===== src/rtl/quadratic_root_solver_unit_assert.svh =====
// ----------------------------------------------------------------------------
// quadratic root solver assertion macros
// concurrent assertion wrappers, empty when built for synthesis
// ----------------------------------------------------------------------------
`ifndef QUADRATIC_ROOT_SOLVER_UNIT_ASSERT_SVH
`define QUADRATIC_ROOT_SOLVER_UNIT_ASSERT_SVH
`ifndef SYNTHESIS
// checked outside reset
`define QRS_ASSERT(lbl, ck, rstn, prop) \
  lbl: assert property (@(posedge ck) disable iff (!rstn) prop) \
    else $error("qrs assertion failed");
// checked on every edge, reset included
`define QRS_ASSERT_ALWAYS(lbl, ck, prop) \
  lbl: assert property (@(posedge ck) prop) else $error("qrs assertion failed");
`else
`define QRS_ASSERT(lbl, ck, rstn, prop)
`define QRS_ASSERT_ALWAYS(lbl, ck, prop)
`endif
`endif


===== src/rtl/qrs_sqrt.sv =====
// ----------------------------------------------------------------------------
// qrs_sqrt
// pipelined floor square root, one root bit per stage
// ----------------------------------------------------------------------------
module qrs_sqrt #(
  parameter int W  = 32,
  parameter int SW = 8
) (
  input  logic            clk,
  input  logic            rst_n,
  input  logic            ce,
  input  logic            v_i,
  input  logic [2*W+1:0]  rad_i,
  input  logic [SW-1:0]   side_i,
  output logic            v_o,
  output logic [W:0]      root_o,
  output logic [SW-1:0]   side_o
);

  localparam int DW   = 2 * W + 2;
  localparam int RW   = W + 1;
  localparam int REMW = RW + 2;

  logic            v_r    [RW];
  logic [REMW-1:0] rem_r  [RW];
  logic [RW-1:0]   root_r [RW];
  logic [DW-1:0]   rad_r  [RW];
  logic [SW-1:0]   side_r [RW];

  for (genvar k = 0; k < RW; k++) begin : g_stage
    logic            v_in;
    logic [REMW-1:0] rem_in;
    logic [RW-1:0]   root_in;
    logic [DW-1:0]   rad_in;
    logic [SW-1:0]   side_in;
    logic [REMW+1:0] t;
    logic [REMW+1:0] trial;
    logic [REMW-1:0] rem_nxt;
    logic [RW-1:0]   root_nxt;

    if (k == 0) begin : g_first
      assign v_in    = v_i;
      assign rem_in  = '0;
      assign root_in = '0;
      assign rad_in  = rad_i;
      assign side_in = side_i;
    end else begin : g_next
      assign v_in    = v_r[k-1];
      assign rem_in  = rem_r[k-1];
      assign root_in = root_r[k-1];
      assign rad_in  = rad_r[k-1];
      assign side_in = side_r[k-1];
    end

    // bring down two radicand bits and try the next root bit
    always_comb begin
      t     = {rem_in, rad_in[DW-1 -: 2]};
      trial = (REMW+2)'({root_in, 2'b01});
      if (t >= trial) begin
        rem_nxt  = REMW'(t - trial);
        root_nxt = {root_in[RW-2:0], 1'b1};
      end else begin
        rem_nxt  = REMW'(t);
        root_nxt = {root_in[RW-2:0], 1'b0};
      end
    end

    always_ff @(posedge clk) begin
      if (!rst_n) begin
        v_r[k] <= 1'b0;
      end else if (ce) begin
        v_r[k] <= v_in;
      end
    end

    always_ff @(posedge clk) begin
      if (ce) begin
        rem_r[k]  <= rem_nxt;
        root_r[k] <= root_nxt;
        rad_r[k]  <= rad_in << 2;
        side_r[k] <= side_in;
      end
    end
  end

  assign v_o    = v_r[RW-1];
  assign root_o = root_r[RW-1];
  assign side_o = side_r[RW-1];

endmodule


===== config.mk =====
export PLATFORM = sky130hd
export DESIGN_NAME = qrs_sqrt
export DESIGN_NICKNAME = d
export VERILOG_FILES = /design/src/rtl/quadratic_root_solver_unit_assert.svh /design/src/rtl/qrs_sqrt.sv
export SDC_FILE = /design/constraint.sdc
export NUM_CORES = 2
export LEC_CHECK = 0
export ABC_CLOCK_PERIOD_IN_PS = 8500
export BUFFER_PORTS_ARGS = -buffer_cell sky130_fd_sc_hd__clkbuf_2
export CAP_MARGIN = 40
export CORE_MARGIN = 2
export CORE_UTILIZATION = 25
export DETAILED_ROUTE_END_ITERATION = 8
export PLACE_DENSITY = 0.34
export SLEW_MARGIN = 0
export SYNTH_ARGS = -nofsm -noshare
export SYNTH_HDL_FRONTEND = slang
export SYNTH_MEMORY_MAX_BITS = 65536
export SYNTH_SLANG_ARGS = --single-unit

===== constraint.sdc =====
create_clock -name clk -period 8.5 [get_ports clk]
set_input_delay 0.425 -clock clk [delete_from_list [all_inputs] [get_ports clk]]
set_output_delay 0.425 -clock clk [all_outputs]
set_load 0.005 [all_outputs]

==> results.ini <==
[critical_path]
reg2reg_slack_ns=4.04
end_kind=flop
cp_common_cell=o21ai_0
crit_chain=inv_1 > ha_1 > o21ai_0 > a2111oi_0 > o21ai_0 > o211ai_1 > a31oi_1 > o21ai_0 > a31o_2 > buf_4 > mux2_2
r2r_start=root_r[24][0]
cp.required_ns=9.15
crit_path_start=root_r[24][0]
arrival_ns=5.10
crit_slowest_cell=a2111oi_0
cp_max_fo=35
path_delay_family=compound AO/OA/AOI/OAI gates
critical_path_class=reg -> reg
r2r_end=rem_r[0][893]
crit_path_start_kind=flop
cp.buffers_inverters=2
max_stage_delay_ns=0.47
r2r.worst_path.cells=11

[logic_synthesis]
ys_ff_latch=2981
ys_seq_area_share_pct=66.90
yosys.cell_types.count=97
synthArstFlopShare_pct=0
syn-num-nets=10620
synth.avg_cell_area_um2=13.46
netlist_area_um2=133800
synth_warnings=0
syn_inst=9941
synthFlopType=edfxtp_1
synth_edf_count=2980

[sta]
skew_ns=0.07588
relSlewSlack_pct=21.66
fin_setup_tns_ns=0
period_minus_slack_ns=4.456
worst_pin_slew_ns=1.175
rsz0062_at_grt=false
setup_viol=0
period_share_pct=52.42
finalWorstSetupSlack_ns=4.045
finalMaxSlewViolations=0
max_freq_ghz=0.2244
hold_viol=0

[cts]
clock_latency_ns=0.98
h-tree-depth=5
cts_resized=0
cts_buffer_depth=4
cts_sinks=2981
path_clk_slew_ns=0.06
numCtsBuffers=372
cts_tree=yes
root_buffer=clkbuf_16
postCtsSetupBuffers=0

[global_routing]
antenna_found_initial=7
grt_pass1_vias=79590
grt-ovfl-total=0
grt_max_degree=161
grt_pass1_wl_mm=487.5
grt_util_all_layers_pct=11.47

[floorplanning]
dieArea_um2=541100
rows=268
start_util_pct=25.11
die_x_um=735.6
io_pins=120
coreArea_um2=532800
die_h_um=735.6

[route]
drt-wirelength-per-cell_um=17.96
detail_route.vias_per_cell=4.377
drcViolationCount=0
final_antenna_net_count=0
vias=77620
first_pass_iters=6
drt_iter0_drc=4618
routed_wl_mm=318.5

[pwr]
power_mw=43.41
ir_drop_uv=169.6
leakage_nw=57.83
power.density_cell_area_nw_per_um2=277.4

[finish]
drive_gt1_share_pct=8.187
final_cell_area_um2=156500
nets=11080
area_growth_pct=16.97

[outcome]
status=complete, no violations

[hold_path]
holdPathEnd=rad_r[0][26]
hold_class=in -> reg
hp-start=rad_i[26]
min_path_cells=2

[place]
dpl-instance-area_um2=143500
pre_cts_ws_ns=4.128
io_buffer_count=119
place.gp.congestion=0.8177
hpwl_mm=225.4

[run]
cap_violations=0

==> placed cells by master, fill, tap and decap left out, types with 54 or more instances in the layout <==
| cell | netlist | routed |
|---|---|---|
| dlygate4sd3_1 | 0 | 78 |
| or3_1 | 124 | 124 |
| o21a_1 | 124 | 124 |
| a21oi_1 | 561 | 558 |
| nand3_1 | 134 | 134 |
| nor4_1 | 122 | 121 |
| nand2_1 | 691 | 691 |
| mux2_2 | 71 | 71 |
| inv_1 | 753 | 753 |
| xnor2_1 | 440 | 440 |
| a21o_1 | 260 | 260 |
| o31ai_1 | 72 | 71 |
| xor2_1 | 460 | 460 |
| and3_1 | 81 | 81 |
| nand4_1 | 102 | 102 |
| ha_1 | 596 | 596 |
| edfxtp_1 | 2980 | 2980 |
| o21ai_0 | 516 | 516 |
| clkbuf_16 | 0 | 375 |
| nand2b_1 | 141 | 140 |
| or4_1 | 54 | 54 |
| clkinv_1 | 1 | 97 |
| clkbuf_2 | 0 | 118 |
| o21bai_1 | 59 | 58 |
| nor2b_1 | 68 | 67 |
| nor3_1 | 264 | 262 |
| clkbuf_1 | 157 | 71 |
| nor2_1 | 555 | 554 |
==> area by class of cell <==
type / count / area, um2
fill: 53490 / 376300
sequential: 2981 / 89510
multi-input combinational: 6020 / 40860
clock buffer: 446 / 9651
tap: 7020 / 8783
inverter: 756 / 2838
clock inverter: 235 / 2591
timing repair buffer: 274 / 2270
antenna: 2 / 5.005
==> synthesized netlist by cell type (71+ instances only) <==
cell type | count | share of area [%]
edfxtp_1 | 2980 | 67
inv_1 | 753 | 2.1
nand2_1 | 691 | 1.9
ha_1 | 596 | 5.6
a21oi_1 | 561 | 2.1
nor2_1 | 555 | 1.6
o21ai_0 | 516 | 1.9
xor2_1 | 460 | 3.0
xnor2_1 | 440 | 2.9
nor3_1 | 264 | 0.99
a21o_1 | 260 | 1.5
clkbuf_1 | 157 | 0.44
nand2b_1 | 141 | 0.66
nand3_1 | 134 | 0.50
o21a_1 | 124 | 0.70
or3_1 | 124 | 0.58
nor4_1 | 122 | 0.57
nand4_1 | 102 | 0.48
and3_1 | 81 | 0.38
o31ai_1 | 72 | 0.40
mux2_2 | 71 | 0.60
==> sequential cells by signal (all words and copies together) (netlist names) <==
name    flops
rem_r    1067
side_r    264
rad_r    1056
root_r    561
v_r        33
==> worst max-delay path by stage <==
stage                endpoint  slack (ns)  cells after the start
2_1_floorplan   rem_r[0][844]        5.05                     11
3_3_place_gp    rem_r[0][475]        3.64                     11
3_5_place_dp   rem_r[0][1000]        4.13                     14
4_1_cts         rem_r[0][893]        4.08                     11
5_1_grt         rem_r[0][699]        3.73                     14
6_report        rem_r[0][893]        4.04                     11
==> power breakdown <==
group	switching, mW	internal, mW	total [mW]
Clock	6.52	9.36	15.9
Sequential	1.18	18.5	19.7
Combinational	4.66	3.21	7.87
Total	12.4	31.1	43.4
==> through the flow <==
stage          hold WS [ns]  instances  util, %
2_1_floorplan        0.4003       9941        -
3_3_place_gp         0.4005      16960    26.89
3_5_place_dp         0.4045      16970    26.93
4_1_cts             0.01010      17730    29.37
5_1_grt             0.06477      17730    29.37
6_report             0.1447      17730    29.37
==> kinds of logic (layout without fill, tap and decap cells) <==
group,count (synthesis),in the layout,share of synthesized area (%)
compound gates,1930,1930,9.009
xor+xnor,900,900,5.891
buf+inv,940,1711,2.663
fa+ha+maj,596,596,5.573
flops,2981,2981,66.90
simple gates,2502,2502,9.217
other cells,1,3,0.002803
mux,91,91,0.7481
==> metal layers <==
metal	share of wire, %	vias up	GRT usage (%)	wire length (um)
met5	0	-	0	0
met2	50	1231	20.26	157700
met4	3.1	0	3.543	9771
li1	-	37900	-	-
met3	3.5	535	1.617	11240
met1	44	37950	14.45	139800
==> timing repair <==
action                                  in CTS  in global routing
hold buffers                                78                  0
endpoints found under the setup margin       0                  0
endpoints found under the hold margin      117                  0
(Power assumes the default switching activity.)
